==> config.mk <==
export PLATFORM = sky130hd
export DESIGN_NAME = typed_label_stack
export DESIGN_NICKNAME = d
export VERILOG_FILES = /design/src/hdl/tls_pkg.sv /design/src/hdl/tls_ram.sv /design/src/hdl/typed_label_stack.sv
export SDC_FILE = /design/constraint.sdc
export NUM_CORES = 2
export LEC_CHECK = 0
export BUFFER_PORTS_ARGS = -buffer_cell sky130_fd_sc_hd__buf_2
export CORE_ASPECT_RATIO = 0.7
export CORE_MARGIN = 5
export CORE_UTILIZATION = 32
export CTS_CLUSTER_SIZE = 24
export DETAILED_ROUTE_END_ITERATION = 16
export GPL_TIMING_DRIVEN = 0
export HOLD_SLACK_MARGIN = 0.08
export PLACE_DENSITY_LB_ADDON = 0.3
export SYNTH_ARGS = -nofsm -noshare
export SYNTH_HDL_FRONTEND = slang
export SYNTH_SLANG_ARGS = --single-unit
==> constraint.sdc <==
create_clock -name clk -period 3.45 [get_ports clk]
set_input_delay 0.69 -clock clk [delete_from_list [all_inputs] [get_ports clk]]
set_output_delay 0.69 -clock clk [all_outputs]
set_load 0.01 [all_outputs]
==> src/hdl/tls_pkg.sv <==
// Shared types and codes for the typed label stack.
package tls_pkg;

  // Width of the label field carried by a result word.
  localparam int LABEL_OUT_BITS = 16;

  // Operation codes.
  localparam logic [2:0] OP_NEW_LABEL = 3'd0;
  localparam logic [2:0] OP_PUSH      = 3'd1;
  localparam logic [2:0] OP_POP       = 3'd2;
  localparam logic [2:0] OP_FIND      = 3'd3;
  localparam logic [2:0] OP_CLEAR     = 3'd4;

  // Error codes.
  localparam logic [1:0] ERR_NONE      = 2'd0;
  localparam logic [1:0] ERR_OVERFLOW  = 2'd1;
  localparam logic [1:0] ERR_UNDERFLOW = 2'd2;

  // Command word.
  typedef struct packed {
    logic [2:0] operation;
    logic [1:0] kind;
    logic [6:0] pop_count;
    logic [3:0] kind_mask;
  } cmd_t;

  // Result word.
  typedef struct packed {
    logic [LABEL_OUT_BITS-1:0] label;
    logic                      found;
    logic [1:0]                error;
  } rsp_t;

endpackage

==> src/hdl/tls_ram.sv <==
// Generic single-clock RAM with one write port and one registered read port.
module tls_ram #(
  parameter int WIDTH = 8,
  parameter int DEPTH = 64,
  localparam int AW = $clog2(DEPTH)
) (
  input  logic             clk,
  input  logic             we,
  input  logic [AW-1:0]    waddr,
  input  logic [WIDTH-1:0] wdata,
  input  logic             re,
  input  logic [AW-1:0]    raddr,
  output logic [WIDTH-1:0] rdata
);

  logic [WIDTH-1:0] mem [DEPTH];

  // Write port.
  always_ff @(posedge clk) begin
    if (we) begin
      mem[waddr] <= wdata;
    end
  end

  // Registered read port.
  always_ff @(posedge clk) begin
    if (re) begin
      rdata <= mem[raddr];
    end
  end

endmodule

==> src/hdl/typed_label_stack.sv <==
// Top level of the typed label stack: sequencer, counters and stack memory.
//
// The block hands out labels from a wrapping counter and keeps a stack of
// (label, kind) entries in one RAM with a registered read. It works on one
// command word at a time and takes a command word only while the sequencer is
// idle. For new label, push, pop, clear, an unused operation code, and a find
// on an empty stack or with an empty mask, the accepted command word moves the
// sequencer from idle to the execute state and then to the done state, which
// loads the output register and returns to idle. A find that scans passes
// through the scan state between execute and done, which walks down from the
// top through the single RAM read port, one entry per cycle, until a match or
// the bottom entry. The result sits in an output register, so a new command
// word is taken as soon as the sequencer is back in idle, even if the previous
// result has not been taken yet. A finished result waits in the sequencer
// while the output register still holds an untaken word. The stack contents
// need no clearing after reset: only entries below the fill count are ever
// read.
module typed_label_stack #(
  parameter int STACK_DEPTH = 64,
  parameter int LABEL_BITS  = 16
) (
  input  logic          clk,
  input  logic          rst,
  input  logic          cmd_valid,
  output logic          cmd_ready,
  input  tls_pkg::cmd_t cmd,
  output logic          rsp_valid,
  input  logic          rsp_ready,
  output tls_pkg::rsp_t rsp
);

  localparam int AW = $clog2(STACK_DEPTH);
  localparam int DW = $clog2(STACK_DEPTH + 1);
  localparam int CW = (DW > 7) ? DW : 7;
  localparam int RW = LABEL_BITS + 2;

  typedef enum logic [3:0] {
    S_IDLE = 4'b0001,
    S_EXEC = 4'b0010,
    S_SCAN = 4'b0100,
    S_DONE = 4'b1000
  } state_t;

  state_t                state;
  tls_pkg::cmd_t         cmd_q;
  tls_pkg::rsp_t         res;
  logic [LABEL_BITS-1:0] label_counter;
  logic [DW-1:0]         depth_used;
  logic [AW-1:0]         cur_idx;

  logic          ram_we;
  logic [AW-1:0] ram_waddr;
  logic [RW-1:0] ram_wdata;
  logic          ram_re;
  logic [AW-1:0] ram_raddr;
  logic [RW-1:0] ram_rdata;

  logic          full;
  logic          scan_start;
  logic          hit;
  logic [AW-1:0] top_idx;
  logic [CW-1:0] cnt_ext;
  logic [CW-1:0] depth_ext;
  logic [1:0]    rd_kind;

  // Low bits of a label, zero-extended when the label is narrower.
  function automatic logic [tls_pkg::LABEL_OUT_BITS-1:0] out_label(
    input logic [LABEL_BITS-1:0] v
  );
    logic [31:0] w;
    w = 32'(v);
    return w[tls_pkg::LABEL_OUT_BITS-1:0];
  endfunction

  tls_ram #(
    .WIDTH(RW),
    .DEPTH(STACK_DEPTH)
  ) u_ram (
    .clk  (clk),
    .we   (ram_we),
    .waddr(ram_waddr),
    .wdata(ram_wdata),
    .re   (ram_re),
    .raddr(ram_raddr),
    .rdata(ram_rdata)
  );

  // Decode of the held command and the word coming out of the RAM.
  always_comb begin
    full       = (depth_used >= DW'(STACK_DEPTH));
    top_idx    = AW'(depth_used - DW'(1));
    cnt_ext    = CW'(cmd_q.pop_count);
    depth_ext  = CW'(depth_used);
    scan_start = (cmd_q.operation == tls_pkg::OP_FIND) && (depth_used != '0)
                 && (cmd_q.kind_mask != 4'd0);
    rd_kind    = ram_rdata[RW-1 -: 2];
    hit        = cmd_q.kind_mask[rd_kind];
  end

  // Stack memory control: pushes write at the fill count, finds read downward.
  always_comb begin
    ram_we    = (state == S_EXEC) && (cmd_q.operation == tls_pkg::OP_PUSH) && !full;
    ram_waddr = depth_used[AW-1:0];
    ram_wdata = {cmd_q.kind, label_counter};
    ram_re    = ((state == S_EXEC) && scan_start)
                || ((state == S_SCAN) && !hit && (cur_idx != '0));
    ram_raddr = (state == S_EXEC) ? top_idx : (cur_idx - AW'(1));
  end

  assign cmd_ready = (state == S_IDLE);

  // Sequencer, counters and result registers.
  always_ff @(posedge clk) begin
    if (rst) begin
      state         <= S_IDLE;
      label_counter <= '0;
      depth_used    <= '0;
      rsp_valid     <= 1'b0;
    end else begin
      if (rsp_valid && rsp_ready && (state != S_DONE)) begin
        rsp_valid <= 1'b0;
      end
      unique case (state)
        S_IDLE: begin
          if (cmd_valid) begin
            cmd_q <= cmd;
            state <= S_EXEC;
          end
        end
        S_EXEC: begin
          state <= scan_start ? S_SCAN : S_DONE;
          case (cmd_q.operation)
            tls_pkg::OP_NEW_LABEL: begin
              res <= '{label: out_label(label_counter), found: 1'b1,
                       error: tls_pkg::ERR_NONE};
              label_counter <= label_counter + LABEL_BITS'(1);
            end
            tls_pkg::OP_PUSH: begin
              if (full) begin
                res <= '{label: '0, found: 1'b0, error: tls_pkg::ERR_OVERFLOW};
              end else begin
                res <= '{label: out_label(label_counter), found: 1'b1,
                         error: tls_pkg::ERR_NONE};
                label_counter <= label_counter + LABEL_BITS'(1);
                depth_used    <= depth_used + DW'(1);
              end
            end
            tls_pkg::OP_POP: begin
              if (cnt_ext > depth_ext) begin
                depth_used <= '0;
                res        <= '{label: '0, found: 1'b0, error: tls_pkg::ERR_UNDERFLOW};
              end else begin
                depth_used <= DW'(depth_ext - cnt_ext);
                res        <= '{label: '0, found: 1'b0, error: tls_pkg::ERR_NONE};
              end
            end
            tls_pkg::OP_FIND: begin
              res <= '{label: '0, found: 1'b0, error: tls_pkg::ERR_NONE};
              if (scan_start) begin
                cur_idx <= top_idx;
              end
            end
            tls_pkg::OP_CLEAR: begin
              res           <= '{label: '0, found: 1'b0, error: tls_pkg::ERR_NONE};
              label_counter <= '0;
            end
            default: begin
              res <= '{label: '0, found: 1'b0, error: tls_pkg::ERR_NONE};
            end
          endcase
        end
        S_SCAN: begin
          // One entry checked per cycle, nearest to the top first.
          if (hit) begin
            res.label <= out_label(ram_rdata[LABEL_BITS-1:0]);
            res.found <= 1'b1;
            state     <= S_DONE;
          end else if (cur_idx == '0) begin
            state <= S_DONE;
          end else begin
            cur_idx <= cur_idx - AW'(1);
          end
        end
        S_DONE: begin
          if (!rsp_valid || rsp_ready) begin
            rsp       <= res;
            rsp_valid <= 1'b1;
            state     <= S_IDLE;
          end
        end
        default: begin
          state <= S_IDLE;
        end
      endcase
    end
  end

`ifndef ASSERT_OFF
  a_depth_bound: assert property (@(posedge clk) disable iff (rst)
    depth_used <= DW'(STACK_DEPTH))
    else $error("stack fill count exceeds the stack depth");

  a_scan_in_range: assert property (@(posedge clk) disable iff (rst)
    (state == S_SCAN) |-> (DW'(cur_idx) < depth_used))
    else $error("find scan index outside the filled part of the stack");

  a_accept_to_exec: assert property (@(posedge clk) disable iff (rst)
    (cmd_valid && cmd_ready) |=> (state == S_EXEC))
    else $error("accepted command word did not start execution");

  a_error_no_label: assert property (@(posedge clk) disable iff (rst)
    (rsp_valid && (rsp.error != tls_pkg::ERR_NONE)) |-> (!rsp.found && (rsp.label == '0)))
    else $error("error result carries a label");

  a_no_write_in_scan: assert property (@(posedge clk) disable iff (rst)
    ram_re |-> !ram_we)
    else $error("stack memory read and written in the same cycle");
`endif

endmodule
==> impl_metrics.toml <==
[route]
drt_iter0_drc = 4385
avgViaCountPerCell = 5.45
via_count = 29900
dr.pass1.iters = 5
finalWirelength_mm = 151
wire_per_inst_um = 27.5
postRouteAntennaNets = 0
remaining_drc_errors = 0

[placed_design]
portBuffers = 40
pre_cts_ws_ns = -1.77
dpl.hpwl_mm = 100
routabilityCongestion = 0.901
placed_cells = 5233

[critical_path]
end_kind = "flop"
crit_top_cell = "a31oi_1"
r2r_slack_ns = -0.09
slowest_delay_ns = 0.51
cp.required_ns = 3.92
startpoint_type = "flop"
path_cells = "buf_6 -> or4b_4 -> buf_8 -> mux2i_4 -> buf_12 -> nor2_4 -> clkbuf_4 -> a32oi_2 -> a31oi_1 -> a311o_1 -> a31oi_1"
path_class = "flop to flop"
slowest_stage = "or4b_4"
reg2regPathDepth = 11
cp_max_fo = 10
cp.arrival_ns = 4.01

[cts]
cts_root_buffer = "clkbuf_16"
tritoncts.num_buffers = 110
clk_pin_slew_worst_paths_ns = 0.07
clock_latency_ns = 0.73
htreeDepth = 3
clock_sinks = 1258
tritoncts = "built"
clockBufferDepth = 3

[sta]
rsz0062_at_grt = "yes"
fmax_mhz = 282
tns_ns = -0.298
finalMaxSlewViolations = 0
setup_viol = 9
setup_slack_ns = -0.0904
holdWs_ns = 0.133
post-route-period-util_pct = 103
worst-slew-pin-transition_ns = 1.47
slew_headroom_pct = 2.23
final_hold_viol_count = 0
period_needed_ns = 3.54
skew_ns = 0.0274

[layout]
layout-drive-gt1-share_pct = 24.3
layout.cells.non_filler = 5482
ff_latch_area_um2 = 37600
final_cell_mix = "1230 x edfxtp_1, 578 x nand2_1, 120 x mux2i_1, 115 x clkbuf_16, 104 x nand3_1"
multi_input_area_um2 = 12800
n_fill_cell = 13800
nets = 3407
layout_commonest_cell = "edfxtp_1"
area_growth_pct = 22.1
fin_util_pct = 39.3

[power]
leakage_nw = 19.6
powerDensity_nw_per_um2 = 493
peakVddDrop_v = 0.000399

[hold_path]
min_delay_path_depth = 1
min_path_type = "input pin to flop"

[logic_synthesis]
synth_seq_area_share_pct = 76.1
syn-num-nets = 3129
synth-edff-count = 1230
yosys_most_used_dff = "edfxtp_1"
netlist_area_um2 = 49300
synth.distinct_cells = 64
synth.avg_cell_area_um2 = 15.9
syn_inst = 3095
yosys_register_bits = 1258
yosys_warnings = 0
async_reset_ff_share_pct = 0

[global_routing]
antenna_found_initial = 4
track_usage_pct = 18.1
grt_pass1_wl_mm = 212
overflow = 0
grt_start_max_net_pins = 70
grt_pass1_vias = 28100

[floorplanning]
die_y_um = 338
ioPinCount = 41
coreArea_um2 = 153000
die_x_um = 479
die_area_um2 = 162000
start_util_pct = 32.2
num_rows = 120

[run_status]
outcome = "finished, violations left"
violations = "setup timing"

[flow_run]
cap_violations = 0
repair_timing:
| action | in CTS | in global routing |
|---|---|---|
| pin swaps | 36 | 28 |
| buffers inserted | 24 | 20 |
| hold buffers | 0 | 0 |
| endpoints found under the setup margin | 1152 | 206 |
| gates cloned | 1 | 2 |
| resized for setup | 401 | 131 |
final timing paths:
| check | end | start |
|---|---|---|
| max reg2reg | u_ram.rdata[2]$_DFFE_PP_ | state[3]$_SDFFE_PP0P_ |
| min reg2reg | rsp[11]$_DFFE_PP_ | res[11]$_DFFE_PP_ |
| max | u_ram.rdata[2]$_DFFE_PP_ | state[3]$_SDFFE_PP0P_ |
| min | cmd_q[3]$_DFFE_PP_ | cmd[3] |
registers in the layout, summed over array words and instances, names as in the netlist, 7 cells and up:
register	flops
depth_ext	7
cnt_ext	7
label_counter	16
cmd_q	9
u_ram.mem	1152
u_ram.rdata	18
rsp	19
res	19
cell type report:
type,instances,area share [%]
clock inverter,74,0.946
inverter,15,0.0936
buffer,185,2.32
antenna,2,0.00832
timing repair buffer,172,3.90
clock buffer,132,4.84
multi-input combinational,1631,21.3
tap,2013,4.19
sequential,1258,62.4
per-layer routing:
metal | wire length, um | vias to the layer above | GRT usage (%)
met2 | 58800 | 1572 | 23.5
li1 | - | 12700 | -
met5 | 0 | - | 0
met1 | 69800 | 15400 | 28.6
met3 | 18900 | 192 | 6.15
met4 | 3410 | 0 | 4.07
worst max-delay path, delay by kind of cell (launching register included):
kind	cells	cell delay [ns]
buf+inv	4	0.86
mux	1	0.20
flops	1	0.32
compound gates	4	1.01
simple gates	2	0.87
report_power, final:
| part | internal, mW | switching, mW | total, mW | leakage, nW |
|---|---|---|---|---|
| sequential | 16.5 | 0.0166 | 16.6 | 11.6 |
| combinational | 0.303 | 0.571 | 0.875 | 6.28 |
| clock | 6.60 | 5.65 | 12.2 | 1.72 |
cells in the mapped netlist, types with 10 or more instances:
cell type / instances / area [um^2]
edfxtp_1: 1230 / 36900
nand2_1: 581 / 2180
mux2i_1: 129 / 1290
a32oi_1: 123 / 1080
nand3_1: 122 / 611
a31oi_1: 120 / 751
clkbuf_1: 112 / 420
nor2_1: 108 / 405
a21oi_1: 91 / 455
mux4_2: 69 / 1550
a22o_1: 38 / 333
a221oi_1: 34 / 298
buf_2: 30 / 150
dfxtp_1: 28 / 561
buf_1: 21 / 78.8
nor3_1: 21 / 105
and3_1: 20 / 125
a311o_1: 16 / 160
o21ai_0: 16 / 80.1
inv_1: 15 / 56.3
xor2_1: 14 / 123
buf_4: 13 / 97.6
ha_1: 13 / 163
nand2b_1: 13 / 81.3
or3_1: 10 / 62.6
through the flow:
stage / power, mW / instance area, um^2
6_report: 29.7 / 60200
4_1_cts: 29.8 / 59400
3_5_place_dp: 17.6 / 53800
5_1_grt: 30.4 / 60200
2_1_floorplan: 17.3 / 49300
3_3_place_gp: 17.6 / 52000
kinds of logic (layout without fill, tap and decap cells):
| group | after synthesis | after routing | synth area share (%) |
|---|---|---|---|
| AND/OR/NAND/NOR | 913 | 913 | 7.83 |
| XOR/XNOR | 23 | 23 | 0.409 |
| AO/OA/AOI/OAI | 469 | 469 | 6.89 |
| multiplexers | 212 | 212 | 6.36 |
| flip-flops | 1258 | 1258 | 76.1 |
| buffers and inverters | 206 | 578 | 2.04 |
| other | 0 | 2 | 0 |
| adder cells (fa/ha/maj) | 14 | 14 | 0.371 |
Power figures use the tool's default switching activity.
